[src/rtl/transfer_request_encoder_macros.svh]
// ----------------------------------------------------------------------------
// Transfer request encoder assertion macros
// Clocked assertion wrappers used by the RTL datapath.
// ----------------------------------------------------------------------------
`ifndef TRANSFER_REQUEST_ENCODER_MACROS_SVH
`define TRANSFER_REQUEST_ENCODER_MACROS_SVH

// checked outside reset only
`define TRE_ASSERT(lbl, clk, rstn, prop, msg) \
  lbl: assert property (@(posedge clk) disable iff (!rstn) prop) else $error(msg);

// checked in every cycle, reset included
`define TRE_ASSERT_RST(lbl, clk, prop, msg) \
  lbl: assert property (@(posedge clk) prop) else $error(msg);

`endif

[src/rtl/tre_pkg.sv]
// ----------------------------------------------------------------------------
// Transfer request encoder package
// Types, codes and control word builders shared by the encoder files.
// ----------------------------------------------------------------------------
`default_nettype none

package tre_pkg;

  localparam int unsigned RING_ENTRIES = 85;
  localparam int unsigned MAX_CHUNKS   = 64;

  localparam int unsigned SLOT_W      = 7;
  localparam int unsigned CHUNK_BYTES = 32'h200;
  localparam int unsigned DST_STRIDE  = 32'h400;
  localparam int unsigned BYTE_LIMIT  = MAX_CHUNKS * CHUNK_BYTES;
  localparam int unsigned REM_W       = $clog2(BYTE_LIMIT + 1);
  localparam int unsigned CHUNK_W     = $clog2(CHUNK_BYTES + 1);

  localparam logic [3:0] FUNC_COPY   = 4'd1;
  localparam logic [3:0] FUNC_IMM_A  = 4'd2;
  localparam logic [3:0] FUNC_ROW_A  = 4'd3;
  localparam logic [3:0] FUNC_ROW_B  = 4'd4;
  localparam logic [3:0] FUNC_IMM_B  = 4'd5;
  localparam logic [3:0] FUNC_FILL   = 4'd6;
  localparam logic [3:0] FUNC_DECOMP = 4'd8;

  typedef enum logic [1:0] {
    KIND_QUEUED = 2'd0,
    KIND_COPY   = 2'd1,
    KIND_FILL   = 2'd2,
    KIND_DECOMP = 2'd3
  } kind_t;

  typedef enum logic {
    ST_IDLE = 1'b0,
    ST_EMIT = 1'b1
  } state_t;

  typedef struct packed {
    logic load;
    logic emit;
  } tre_cmd_t;

  typedef struct packed {
    logic empty;
    logic last;
    logic out_free;
  } tre_status_t;

  function automatic logic [31:0] copy_control(logic [31:0] src, logic [31:0] dst,
                                               logic [23:0] size);
    logic [31:0] ctl;
    if (((src | dst | {8'b0, size}) & 32'h3) != 32'h0) begin
      ctl = {5'b0, size[23:1], 4'b0000};
    end else if (size[4:0] != 5'b0) begin
      ctl = {4'b0100, 2'b00, size[23:2], 4'b0000};
    end else begin
      ctl = {6'b0, size[23:2], 4'b0001};
    end
    return ctl;
  endfunction

  function automatic logic [31:0] fill_control(logic [31:0] dst, logic [23:0] size);
    logic [31:0] ctl;
    if (((dst | {8'b0, size}) & 32'h3) != 32'h0) begin
      ctl = {3'b000, 1'b1, 1'b0, size[23:1], 4'b0010};
    end else if (size[4:0] != 5'b0) begin
      ctl = {4'b0101, 2'b00, size[23:2], 4'b0010};
    end else begin
      ctl = {4'b0001, 2'b00, size[23:2], 4'b0011};
    end
    return ctl;
  endfunction

  function automatic logic [31:0] count_word(logic [23:0] size);
    return {11'b0, size[21:1]};
  endfunction

endpackage

`default_nettype wire

[src/rtl/tre_dp.sv]
// ----------------------------------------------------------------------------
// Transfer request encoder datapath
// Request registers, chunk walker, ring write slot and result register.
// ----------------------------------------------------------------------------
`default_nettype none
`include "transfer_request_encoder_macros.svh"

module tre_dp import tre_pkg::*; (
  input  wire logic              clk,
  input  wire logic              rst_n,
  input  wire tre_cmd_t          cmd,
  output tre_status_t            status,
  input  wire logic [3:0]        in_func,
  input  wire logic [31:0]       in_src_addr,
  input  wire logic [31:0]       in_dst_addr,
  input  wire logic [23:0]       in_byte_count,
  input  wire logic              in_forced_blank,
  input  wire logic [SLOT_W-1:0] in_consumer_slot,
  input  wire logic              out_ready,
  output logic                   out_valid,
  output logic [1:0]             out_kind,
  output logic [31:0]            out_word_control,
  output logic [31:0]            out_word_source,
  output logic [31:0]            out_word_dest,
  output logic [SLOT_W-1:0]      out_ring_slot,
  output logic                   out_ring_full,
  output logic                   out_last
);

  logic [3:0]         func_r;
  logic [31:0]        src_r, src_nxt;
  logic [31:0]        dst_r, dst_nxt;
  logic [23:0]        size_r;
  logic [REM_W-1:0]   rem_r, rem_nxt;
  logic               blank_r;
  logic [SLOT_W-1:0]  cons_r;
  logic [SLOT_W-1:0]  write_slot_r, write_slot_nxt;

  logic               ovalid_r, ovalid_nxt;
  kind_t              kind_r;
  logic [31:0]        ctl_r, srcw_r, dstw_r;
  logic [SLOT_W-1:0]  slot_r;
  logic               full_r, last_r;

  logic               is_row, is_valid, res_q, res_last;
  logic [CHUNK_W-1:0] chunk;
  logic [23:0]        csize;
  logic [SLOT_W-1:0]  slot_inc;
  kind_t              res_kind;
  logic [31:0]        res_ctl, res_src;

  assign is_row   = (func_r == FUNC_ROW_A) || (func_r == FUNC_ROW_B);
  assign chunk    = (rem_r < REM_W'(CHUNK_BYTES)) ? rem_r[CHUNK_W-1:0]
                                                  : CHUNK_W'(CHUNK_BYTES);
  assign csize    = is_row ? 24'(chunk) : size_r;
  assign res_last = !is_row || (rem_r <= REM_W'(CHUNK_BYTES));
  assign slot_inc = (write_slot_r == SLOT_W'(RING_ENTRIES - 1)) ? '0
                                                                 : write_slot_r + 1'b1;

  always_comb begin
    is_valid = 1'b1;
    res_q    = 1'b0;
    res_kind = KIND_COPY;
    res_ctl  = count_word(csize);
    res_src  = src_r;
    case (func_r)
      FUNC_COPY, FUNC_ROW_A, FUNC_ROW_B: begin
        if (!blank_r) begin
          res_q    = 1'b1;
          res_kind = KIND_QUEUED;
          res_ctl  = copy_control(src_r, dst_r, csize);
        end
      end
      FUNC_IMM_A, FUNC_IMM_B: begin
        res_kind = KIND_COPY;
      end
      FUNC_FILL: begin
        res_src = {src_r[15:0], src_r[15:0]};
        if (blank_r) begin
          res_kind = KIND_FILL;
          res_ctl  = count_word(size_r) | 32'h0100_0000;
        end else begin
          res_q    = 1'b1;
          res_kind = KIND_QUEUED;
          res_ctl  = fill_control(dst_r, size_r);
        end
      end
      FUNC_DECOMP: begin
        res_kind = KIND_DECOMP;
        res_ctl  = '0;
      end
      default: begin
        is_valid = 1'b0;
      end
    endcase
  end

  assign status.empty    = !is_valid || (is_row && (rem_r == '0));
  assign status.last     = res_last;
  assign status.out_free = !ovalid_r || out_ready;

  always_comb begin
    src_nxt        = src_r;
    dst_nxt        = dst_r;
    rem_nxt        = rem_r;
    write_slot_nxt = write_slot_r;
    if (cmd.load) begin
      src_nxt = in_src_addr;
      dst_nxt = (in_func == FUNC_ROW_B) ? in_dst_addr + 32'(CHUNK_BYTES) : in_dst_addr;
      rem_nxt = (in_byte_count > 24'(BYTE_LIMIT)) ? REM_W'(BYTE_LIMIT)
                                                  : in_byte_count[REM_W-1:0];
    end else if (cmd.emit) begin
      if (is_row) begin
        src_nxt = src_r + 32'(CHUNK_BYTES);
        dst_nxt = dst_r + 32'(DST_STRIDE);
        rem_nxt = rem_r - REM_W'(chunk);
      end
      if (res_q) begin
        write_slot_nxt = slot_inc;
      end
    end
  end

  always_comb begin
    ovalid_nxt = ovalid_r;
    if (cmd.emit) begin
      ovalid_nxt = 1'b1;
    end else if (out_ready) begin
      ovalid_nxt = 1'b0;
    end
  end

  always_ff @(posedge clk) begin
    if (!rst_n) begin
      write_slot_r <= '0;
      ovalid_r     <= 1'b0;
    end else begin
      write_slot_r <= write_slot_nxt;
      ovalid_r     <= ovalid_nxt;
    end
  end

  always_ff @(posedge clk) begin
    src_r <= src_nxt;
    dst_r <= dst_nxt;
    rem_r <= rem_nxt;
    if (cmd.load) begin
      func_r  <= in_func;
      size_r  <= in_byte_count;
      blank_r <= in_forced_blank;
      cons_r  <= in_consumer_slot;
    end
    if (cmd.emit) begin
      kind_r <= res_kind;
      ctl_r  <= res_ctl;
      srcw_r <= res_src;
      dstw_r <= dst_r;
      slot_r <= write_slot_r;
      full_r <= res_q && (slot_inc == cons_r);
      last_r <= res_last;
    end
  end

  assign out_valid        = ovalid_r;
  assign out_kind         = kind_r;
  assign out_word_control = ctl_r;
  assign out_word_source  = srcw_r;
  assign out_word_dest    = dstw_r;
  assign out_ring_slot    = slot_r;
  assign out_ring_full    = full_r;
  assign out_last         = last_r;

  `TRE_ASSERT(a_slot_range, clk, rst_n, write_slot_r < SLOT_W'(RING_ENTRIES), "write slot out of range")
  `TRE_ASSERT(a_full_queued, clk, rst_n, ovalid_r && full_r |-> kind_r == KIND_QUEUED, "ring full on non-queued result")
  `TRE_ASSERT(a_slot_moves, clk, rst_n, cmd.emit && res_q |=> write_slot_r != $past(write_slot_r), "queued entry did not advance slot")
  `TRE_ASSERT_RST(a_rst_clear, clk, !rst_n |=> !ovalid_r, "result valid after reset")

endmodule

`default_nettype wire

[config.mk]
export PLATFORM = sky130hd
export DESIGN_NAME = tre_dp
export DESIGN_NICKNAME = d
export VERILOG_FILES = /design/src/rtl/tre_pkg.sv /design/src/rtl/tre_dp.sv
export VERILOG_INCLUDE_DIRS = /design/src /design/src/rtl
export SDC_FILE = /design/constraint.sdc
export NUM_CORES = 1
export LEC_CHECK = 0
export ABC_CLOCK_PERIOD_IN_PS = 8450
export BUFFER_PORTS_ARGS = -buffer_cell sky130_fd_sc_hd__buf_2
export CELL_PAD_IN_SITES_DETAIL_PLACEMENT = 1
export CELL_PAD_IN_SITES_GLOBAL_PLACEMENT = 1
export CORE_ASPECT_RATIO = 2
export CORE_MARGIN = 3
export CORE_UTILIZATION = 40
export DETAILED_ROUTE_END_ITERATION = 12
export PLACE_DENSITY_LB_ADDON = 0.1
export RECOVER_POWER = 50
export SLEW_MARGIN = 10
export SYNTH_ARGS = -nofsm -noshare
export SYNTH_HDL_FRONTEND = slang
export SYNTH_SLANG_ARGS = --single-unit
[constraint.sdc]
create_clock -name clk -period 8.45 [get_ports clk]
set_input_delay 0.845 -clock clk [delete_from_list [all_inputs] [get_ports clk]]
set_output_delay 0.845 -clock clk [all_outputs]
set_load 0.02 [all_outputs]
==> run summary, run 1 <==
CP Capture Type: flop
Reg area: 6770 µm²
worst r2r src: func_r[3]
Post-synth EDFFs: 220
Design Area, Final: 13300 µm²
worst skew pair latency: 0.54 ns
Synth async-reset ratio: 0%
Pins Over Slew Limit: 140
clock period minus worst slack: 4.45 ns
PwrDens: 219 nW/µm²
wire per inst: 21.3 µm
clock share of power: 38.8%
skew final: 0.0103 ns
Fill cells: 3071
Top Ports: 216
Worst Path Class, Setup: primary input to flop
diode count: 0
Critical Path AT: 4.74 ns
WP data required: 8.74 ns
status: complete, but fails checks
Worst-Margin Slew: 2.42 ns
P_sw: 0.745 mW
Setup Viol. Count Final: 0
hold buffers post-CTS: 0
max_slew headroom: -61.6%
Tcrit/Tclk final: 52.7%
TritonCTS Sinks: 228
Routability Congestion: 0.820
Achievable Freq: 225 MHz
total die area: 30400 µm²
Setup crit start kind: primary input
Post-CTS Setup Bufs: 0
YS warnings: 0
worst vdd ir: 0.149 mV
internal cell power: 2.16 mW
Net Sw Frac: 25.6%
count of port buffers added during placement: 212
register area share after synthesis: 59.9%
CTS Buffer Depth: 3
# DRC: 0
# Max-Cap Violations: 4
hold path depth: 0
layout cell share with drive strength beyond 1: 12.2%
routed wire length: 32.8 mm
GRT Util Overall: 21.1%
Final ANT Viol Nets: 0
mapped cell area: 11300 µm²
sequential share of power: 49.2%
Post-DP HPWL: 23.7 mm
Post-CTS Resized: 0
CTS root buf: clkbuf_16
largest net degree at the start of global routing: 84
Hold Violations, Final: 0
Cells after Synth: 976
vias in the first global route: 9008
CTS tree: done
worst hold path type: flop to flop
cell row count: 86
vias per cell: 5.51
Starting Density: 40.8%
Area after DPL: 12700 µm²
crit path max fanout: 83
worst reg2reg path depth: 7
hold path start: dst_r[5]
total CTS buffers: 23
# nets final: 1283
Yosys reg bits: 228
Combinational Power Share: 12.0%
Worst-path clk slew: 0.06 ns
total iterations of the first detailed-routing run: 4
area of the core: 27700 µm²
Pleak: 4.65 nW
CP startpoint: cmd[1]
failing checks: capacitance limit, slew limit
1st-iter DRT viols: 402
Syn-to-layout area delta: 17.8%
final setup TNS: 0 ns
multi-input logic area: 4210 µm²
global-route wire length before repair: 51.1 mm
vias: 8491
grt ovf: 0
Mean Syn Cell Area: 11.6 µm²
Main synth FF type: edfxtp_1
synth unique cells: 70
Die Y: 244 µm
RSZ-0062 raised after global routing: no
Die X: 125 µm
initial antenna violation count: 3
htree depth: 1
area by class of cell:
class                           instances  share of cell area (%)
Inverter                               20                   0.565
Tap cell                              352                    3.31
Timing Repair Buffer                  224                    7.38
Clock inverter                         13                    1.71
Multi-Input combinational cell        675                    31.7
Clock buffer                           28                    4.47
Sequential cell                       228                    50.9
final timing paths:
path                 endpoint  slack, ns
max                  rem_r[5]       4.00
min          out_word_dest[5]       0.42
max reg2reg   write_slot_r[5]       4.38
min reg2reg  out_word_dest[5]       0.42
sequential cells by signal, indices dropped and copies added (netlist names):
| name | count |
|---|---|
| blank_r | 1 |
| cons_r | 7 |
| dst_r | 32 |
| func_r | 4 |
| out_kind | 2 |
| out_last | 1 |
| out_ring_full | 1 |
| out_ring_slot | 7 |
| out_valid | 1 |
| out_word_control | 29 |
| out_word_dest | 32 |
| out_word_source | 32 |
| rem_r | 16 |
| size_r | 24 |
| src_r | 32 |
| write_slot_r | 7 |
per-stage QoR:
step / power (mW) / hold slack [ns] / setup WS, ns / instances / util [%]
after detailed placement: 1.82 / 0.407 / 4.98 / 1499 / 45.8
final: 2.91 / 0.421 / 4.00 / 1540 / 48.1
after floorplan: 1.65 / 0.400 / 2.00 / 978 / -
after CTS: 2.96 / 0.424 / 4.68 / 1540 / 48.8
after global placement: 1.81 / 0.401 / 5.05 / 1499 / 45.8
after global routing: 3.03 / 0.432 / 3.57 / 1540 / 48.1
metal layers:
layer	part of all wire (%)	global-route usage, %	vias up
met2	56	40.9	202
met4	3.7	7.88	4
met5	0.070	0	-
met1	36	22.8	4174
li1	-	-	4044
met3	4.2	3.18	67
kinds of logic (layout without fill, tap and decap cells):
kind of cell | count (synthesis) | after routing | synth area share (%)
simple gates | 354 | 354 | 15.8
flops | 228 | 228 | 59.9
compound gates | 202 | 202 | 11.6
buf+inv | 75 | 285 | 2.90
xor+xnor | 73 | 73 | 5.79
mux | 36 | 36 | 3.24
fa+ha+maj | 6 | 6 | 0.665
other cells | 2 | 4 | 0.0665
Yosys cell counts, drive strengths merged (3+ instances only):
master,instances,share of area [%]
edfxtp,220,59
nand2,130,4.3
o21ai,61,2.7
a21oi,51,2.3
nor2,45,1.5
xnor2,45,3.5
clkbuf,38,1.3
mux2i,32,2.8
nand3,29,1.3
nor3,28,1.3
xor2,27,2.1
and2,24,1.3
nor4,24,1.4
a22o,21,1.6
inv,20,0.67
nand4,20,1.1
a211oi,18,1.2
buf,17,0.98
or3,12,0.67
dfxtp,8,1.4
ha,6,0.67
nand2b,6,0.33
nor2b,6,0.33
a31oi,5,0.28
and3,5,0.28
o22ai,5,0.33
o41ai,5,0.45
or4,5,0.33
a22oi,4,0.27
and4,4,0.31
mux2,4,0.40
nor3b,4,0.27
a21boi,3,0.20
nand4bb,3,0.30
o21a,3,0.20
or2,3,0.17
layout by cell type, fill, tap and decap left out, types with 4 or more instances in the layout:
| cell type | instances |
|---|---|
| nor4_1 | 23 |
| o21ai_0 | 58 |
| nand3_1 | 29 |
| nor2b_1 | 6 |
| nand2b_1 | 6 |
| o22ai_1 | 4 |
| mux2_2 | 4 |
| dfxtp_1 | 8 |
| ha_1 | 6 |
| a22oi_1 | 4 |
| xor2_1 | 27 |
| a211oi_1 | 17 |
| a21oi_1 | 51 |
| and3_1 | 5 |
| or3_1 | 12 |
| o41ai_1 | 4 |
| buf_4 | 9 |
| buf_2 | 85 |
| clkbuf_16 | 23 |
| conb_1 | 4 |
| a31oi_1 | 5 |
| edfxtp_1 | 220 |
| nor2_1 | 45 |
| nand4_1 | 20 |
| inv_1 | 20 |
| bufinv_16 | 6 |
| and4_1 | 4 |
| xnor2_1 | 45 |
| nor3_1 | 27 |
| mux2i_1 | 32 |
| a22o_1 | 21 |
| nor3b_1 | 4 |
| and2_1 | 24 |
| or4_1 | 5 |
| clkbuf_1 | 135 |
| nand2_1 | 130 |
| clkinv_2 | 4 |
power groups by stage:
stage | clock network (mW) | logic, mW | registers, mW
4_1_cts | 1.16 | 0.366 | 1.43
3_5_place_dp | 0 | 0.364 | 1.45
5_1_grt | 1.20 | 0.385 | 1.44
2_1_floorplan | 0 | 0.177 | 1.48
6_report | 1.13 | 0.349 | 1.43
3_3_place_gp | 0 | 0.358 | 1.45
worst max-delay path: stages:
cell,delay (ns)
clkbuf_1,1.06
clkbuf_1,1.44
buf_4,0.88
nor2_1,0.24
a22o_1,0.24
Note: power is estimated with default switching activity, not from simulation.
==> inputs of run 2 (changes only) <==
- ABC_AREA: default -> 1
- ABC_CLOCK_PERIOD_IN_PS: 8450 -> 4550
- clock period: 8.45 -> 4.55 ns (I/O delays scaled with it)
==> run 2 against run 1 <==
The run now ends clean. Via count rose by 14%. Worst hold slack got worse by 0.30 ns. Largest cell class unchanged. Routed wire length rose by 9.0%. Synthesized area rose by 4.1%. Sequential share of layout area fell by 1.6 points. Largest power group unchanged. Clock-buffer cell count rose by 2. Register-to-register slack got worse by 3.0 ns. Critical path depth rose by 2. Clock power rose by 67%.
==> run summary, run 2 <==
Pins Over Slew Limit: 0 (-100%)
# DRC: 0 (unchanged)
Die Y: 248 µm (+2.0%)
mapped cell area: 11800 µm² (+4.1%)
vias: 9669 (+14%)
most common library cells after synthesis: 347 x nand2_1, 220 x edfxtp_1, 131 x inv_1
P_sw: 1.43 mW (+92%)
crit path max fanout: 20 (-76%)
internal cell power: 3.83 mW (+77%)
Post-DP HPWL: 27.6 mm (+16%)
Syn-to-layout area delta: 16.8%
Tcrit/Tclk final: 76.4%
CTS Buffer Depth: 3 (unchanged)
Post-synth EDFFs: 220 (unchanged)
worst r2r src: func_r[2]
CTS root buf: clkbuf_16
reg2reg end: out_word_control[0]
area of the core: 28800 µm² (+4.3%)
commonest non-fill, non-tap cell in the layout: nand2_1
Hold Violations, Final: 0 (unchanged)
CTS tree: done
status: finished clean
Final Non-Filler Cells: 1843 (+20%)
Net Sw Frac: 27.3% (+1.6 points)
cell row count: 88 (+2.3%)
Yosys top cell by area: edfxtp_1
Setup Viol. Count Final: 0 (unchanged)
vias per cell: 5.25 (-4.8%)
hold path start: in_consumer_slot[4]
Worst Slack Setup Final: 1.07 ns (-2.93 ns)
register area share after synthesis: 57.6% (-2.4 points)
initial antenna violation count: 4 (+1)
Routability Congestion: 0.901 (+9.9%)
1st-iter DRT viols: 543 (+35%)
clock period minus worst slack: 3.48 ns
Starting Density: 40.7% (-0.089 points)
Cells after Synth: 1254 (+28%)
count of port buffers added during placement: 212 (unchanged)
hold path depth: 1 (+1)
worst vdd ir: 0.304 mV (+100%)
Worst Path Class, Setup: flop to output port
Synth async-reset ratio: 0% (unchanged)
Synth top area share: 56.2% (-2.3 points)
htree depth: 1 (unchanged)
GRT Util Overall: 22.2% (+1.1 points)
Pleak: 5.58 nW (+20%)
Final ANT Viol Nets: 0 (unchanged)
Place WS: 1.85 ns (-3.13 ns)
Yosys reg bits: 228 (unchanged)
total CTS buffers: 23 (unchanged)
# Max-Cap Violations: 0 (-4)
Main synth FF type: edfxtp_1
WP data required: 4.09 ns (-4.65 ns)
reg-to-reg slack, setup: 1.37 ns (-3.01 ns)
Achievable Freq: 288 MHz
Worst-Margin Slew: 1.18 ns (-1.25 ns)
hold buffers post-CTS: 0 (unchanged)
hold_ws: 0.123 ns (-0.298 ns)
Inst Count DP: 1799 (+20%)
layout cell share with drive strength beyond 1: 12.2% (-0.035 points)
Hold Path End: cons_r[4]
Critical Path AT: 3.02 ns (-1.72 ns)
worst hold path type: primary input to flop
routed wire length: 35.7 mm (+9.0%)
clock share of power: 36.0% (-2.8 points)
skew final: 0.00921 ns (-0.00109 ns)
worst reg2reg path depth: 9 (+2)
Setup crit start kind: flop
# nets final: 1575 (+23%)
Post-CTS Resized: 0 (unchanged)
Post-CTS Setup Bufs: 0 (unchanged)
RSZ-0062 raised after global routing: no
worst skew pair latency: 0.51 ns (-0.03 ns)
YS warnings: 0 (unchanged)
total iterations of the first detailed-routing run: 5 (+1)
most frequent cells in the layout: 347 x nand2_1, 220 x edfxtp_1, 137 x clkbuf_1, 131 x inv_1, 85 x nor2_1
Top Ports: 216 (unchanged)
largest net degree at the start of global routing: 72 (-14%)
total die area: 31600 µm² (+3.9%)
Combinational Power Share: 13.8% (+1.8 points)
CP Capture Type: output port
Mean Syn Cell Area: 9.37 µm² (-19%)
synth unique cells: 51 (-27%)
vias in the first global route: 10400 (+15%)
top post-synthesis cells by area: edfxtp_1 56%, nand2_1 11%, inv_1 4.2%, o21ai_0 3.5%, nand3_1 3.3%
sequential share of power: 50.2% (+1.0 points)
final setup TNS: 0 ns (unchanged)
wire per inst: 19.4 µm (-8.9%)
Worst-path clk slew: 0.06 ns (about the same)
Die X: 127 µm (+1.9%)
PwrDens: 383 nW/µm² (+75%)
most numerous cell in the Yosys netlist: nand2_1
TritonCTS Sinks: 228 (unchanged)
max_slew headroom: 21.6% (+83 points)
grt ovf: 0 (unchanged)
global-route wire length before repair: 55.2 mm (+8.0%)
-- run 2: cell count changes after synthesis, sizes merged, moves of 32 or more --
| cell | delta |
|---|---|
| inv | +115 |
| nand2 | +236 |
| o21ai | +33 |
| nand3 | +53 |
| xnor2 | -36 |
| nor2 | +60 |
| mux2i | -32 |
-- run 2: power groups by stage --
stage | registers [mW] | clock network (mW) | logic, mW
after CTS | 2.64 | 1.96 | 0.764
after detailed placement | 2.68 | 0 | 0.760
after global placement | 2.68 | 0 | 0.743
after floorplan | 2.75 | 0 | 0.370
final | 2.64 | 1.89 | 0.726
after global routing | 2.66 | 2.03 | 0.806
-- run 2: worst max-delay path by stage --
stage | slack (ns) | endpoint | from
after floorplan | 0.31 | dst_r[10] | func_r[1]
after global placement | 1.90 | src_r[26] | cmd[0]
after detailed placement | 1.85 | src_r[30] | cmd[0]
after CTS | 1.66 | status[1] | rem_r[1]
after global routing | 0.84 | status[2] | func_r[2]
final | 1.07 | status[2] | func_r[2]
-- run 2: logic make-up after synthesis --
family	after synthesis	share of synthesized area, %
AOI/OAI and AO/OA	193	9.26
xor gates and xnor gates	35	2.61
adders and majority gates	6	0.639
buffers and inverters	176	6.05
DFF	228	57.6
muxes	1	0.0958
other	2	0.0639
and+or+nand+nor	613	23.7
-- run 2: stage by stage --
stage                     area [µm²]  total power [mW]  util (%)
after floorplan                11800              3.12         -
after global placement         13200              3.42      45.6
after detailed placement       13200              3.44      45.6
after CTS                      13900              5.36      48.2
after global routing           13700              5.50      47.6
final                          13700              5.26      47.6
-- run 2: layer usage --
metal	part of all wire, %	global-route usage (%)
met1	34	21.9
met4	5.1	10.9
met3	3.2	2.40
met5	0	0
met2	58	44.8
-- run 2: cell type report --
class,count,area [µm²]
inverter,138,520
multi-input combinational,852,4260
sequential,228,6770
clock buffer,30,632
antenna,4,10.0
timing repair buffer,221,965
fill,3483,15100
clock inverter,10,111
tap,360,450
-- run 2: worst max-delay path: stages, from the launching register on --
cell      delay [ns]
edfxtp_1        0.43
inv_1           0.14
nor2_4          0.06
nand3_1         0.07
clkbuf_1        0.86
nand2_1         0.29
o31ai_1         0.43
buf_2           0.23
==> inputs of run 3 (changes only) <==
- ABC_AREA: 1 -> 0
- ABC_CLOCK_PERIOD_IN_PS: 4550 -> 2900
- clock period: 4.55 -> 2.9 ns (I/O delays scaled with it)
==> run 3 against run 2 <==
The run now ends with capacitance limit, slew limit, setup timing left. Setup slack lost 1.2 ns. Register-to-register slack lost 1.2 ns. Cell count shrank 13%. Critical path depth shrank 1. Sequential share of layout area shrank 1.2 points. Worst hold slack lost 0.094 ns. Largest power group unchanged.
==> run summary, run 3 (synthesized netlist as in run 1, its figures left out) <==
status: complete, but fails checks
failing checks: capacitance limit, slew limit, setup timing
Fill cells: 3008 (-14%)
Pins Over Slew Limit: 91 (+91)
reg2reg end: out_word_control[15]
Starting Density: 40.8% (+0.089 points)
max_slew headroom: -20.2% (-42 points)
grt ovf: 0 (unchanged)
CTS Buffer Depth: 3 (unchanged)
most frequent cells in the layout: 220 x edfxtp_1, 176 x buf_2, 130 x nand2_1, 58 x o21ai_0, 51 x a21oi_1
total iterations of the first detailed-routing run: 6 (+1)
Achievable Freq: 335 MHz
vias in the first global route: 9474 (-8.6%)
WP data required: 2.61 ns (-1.48 ns)
Place WS: 0.209 ns (-1.64 ns)
Pleak: 5.26 nW (-5.7%)
Setup Viol. Count Final: 1 (+1)
worst vdd ir: 0.446 mV (+46%)
worst reg2reg path depth: 6 (-3)
Syn-to-layout area delta: 24.7%
# nets final: 1352 (-14%)
vias per cell: 5.47 (+4.4%)
Top Ports: 216 (unchanged)
Worst Slack Setup Final: -0.0853 ns (-1.16 ns)
P_sw: 2.26 mW (+57%)
clock period minus worst slack: 2.99 ns
worst r2r src: func_r[2]
max incr delay on CP: 0.56 ns (-0.30 ns)
total die area: 30400 µm² (-3.8%)
CP Buf/Inv Count: 1 (-2)
Tcrit/Tclk final: 103%
worst skew pair latency: 0.54 ns (+0.03 ns)
CP startpoint: rem_r[4]
Worst Path Class, Setup: flop to output port
# DRC: 0 (unchanged)
CP top delay family: simple AND/OR/NAND/NOR gates
area of the core: 27700 µm² (-4.1%)
total power: 8.47 mW (+61%)
GRT Util Overall: 22.2% (about the same)
internal cell power: 6.21 mW (+62%)
clock share of power: 37.4% (+1.4 points)
CTS tree: done
1st-iter DRT viols: 441 (-19%)
vias: 8820 (-8.8%)
crit path to: status[2]
reg-to-reg slack, setup: 0.17 ns (-1.20 ns)
# Max-Cap Violations: 2 (+2)
skew final: 0.0110 ns (+0.00183 ns)
largest net degree at the start of global routing: 62 (-14%)
Design Area, Final: 14100 µm² (+2.6%)
Die X: 125 µm (-1.9%)
Post-DP HPWL: 24.6 mm (-11%)
Worst-path clk slew: 0.07 ns (about the same)
commonest non-fill, non-tap cell in the layout: edfxtp_1
RSZ-0062 raised after global routing: yes
CP Depth: 6 (-1)
routed wire length: 34.2 mm (-4.3%)
sequential share of power: 49.0% (-1.2 points)
Final ANT Viol Nets: 0 (unchanged)
wire per inst: 21.2 µm (+9.4%)
cell row count: 86 (-2.3%)
CTS root buf: clkbuf_16
Hold Violations, Final: 0 (unchanged)
Crit-path slowest cell: or4_4
total CTS buffers: 23 (unchanged)
Routability Congestion: 0.845 (-6.2%)
worst hold path type: primary input to flop
global-route wire length before repair: 53.7 mm (-2.7%)
CP dominant cell by count: or3_4
worst-path cell chain: or4_4 > or3_4 > or3_4 > a211oi_2 > o31a_1 > buf_4
Worst-Margin Slew: 1.80 ns (+0.626 ns)
count of port buffers added during placement: 212 (unchanged)
Area after DPL: 12900 µm² (-1.7%)
Setup crit start kind: flop
Net Sw Frac: 26.6% (-0.61 points)
Critical Path AT: 2.70 ns (-0.32 ns)
initial antenna violation count: 1 (-3)
layout cell share with drive strength beyond 1: 23.0% (+11 points)
TritonCTS Sinks: 228 (unchanged)
Combinational Power Share: 13.6% (-0.2 points)
PwrDens: 602 nW/µm² (+57%)
crit path max fanout: 3 (-85%)
Die Y: 244 µm (-1.9%)
CP Capture Type: output port
htree depth: 1 (unchanged)
[run 3: worst min-delay path by stage]
| stage | endpoint | slack, ns | cells after the start | from |
|---|---|---|---|---|
| finish | src_r[20] | 0.03 | 3 | in_src_addr[20] |
| detailed placement | out_word_dest[5] | 0.41 | 0 | dst_r[5] |
| global route | src_r[5] | 0.02 | 2 | in_src_addr[5] |
| floorplan | blank_r | 0.39 | 0 | in_forced_blank |
| global placement | out_word_dest[5] | 0.40 | 0 | dst_r[5] |
| CTS | src_r[0] | 0.002 | 2 | in_src_addr[0] |
[run 3: layer usage]
| metal | global-route usage, % | share of wire [%] |
|---|---|---|
| met1 | 23.7 | 36 |
| met2 | 44.1 | 58 |
| met3 | 2.74 | 3.3 |
| met4 | 7.65 | 2.7 |
| met5 | 0 | 0 |
[run 3: power groups by stage]
stage          combinational (mW)  clock, mW  sequential [mW]
6_report                     1.15       3.17             4.15
4_1_cts                      1.18       3.25             4.15
3_5_place_dp                 1.11          0             4.22
2_1_floorplan               0.521          0             4.30
3_3_place_gp                 1.09          0             4.21
5_1_grt                      1.26       3.36             4.19
[run 3: layout make-up]
type | instances | area, µm² | area share, %
flip-flops and latches | 228 | 6770 | 48.1
multi-input cells | 675 | 4280 | 30.4
repair buffers | 293 | 1720 | 12.2
clock buffers | 27 | 621 | 4.41
well taps | 352 | 440 | 3.13
clock inverters | 15 | 178 | 1.26
inverters | 20 | 75.1 | 0.533
diodes | 1 | 2.50 | 0.0178
[run 3: metrics by stage]
stage,util [%],hold WS [ns],TNS (ns),cells
after floorplan,-,0.389,0,978
after global placement,46.8,0.401,0,1530
after detailed placement,46.8,0.405,0,1530
after CTS,51.1,0.00171,-0.0814,1610
after global routing,50.9,0.0154,-0.456,1611
final,50.9,0.0292,-0.0853,1611
[run 3: worst min-delay path: stages]
cell and delay [ns]:
buf_2 0.08, nand2_1 0.04, o21ai_0 0.06
[run 3: timing repair]
action / 4_1_cts / 5_1_grt
gates resized for setup: 7 / 0
hold endpoints to repair: 34 / 0
pin swaps: 1 / 0
endpoints found under the setup margin: 2 / 1
setup buffers: 4 / 0
hold buffers: 34 / 0
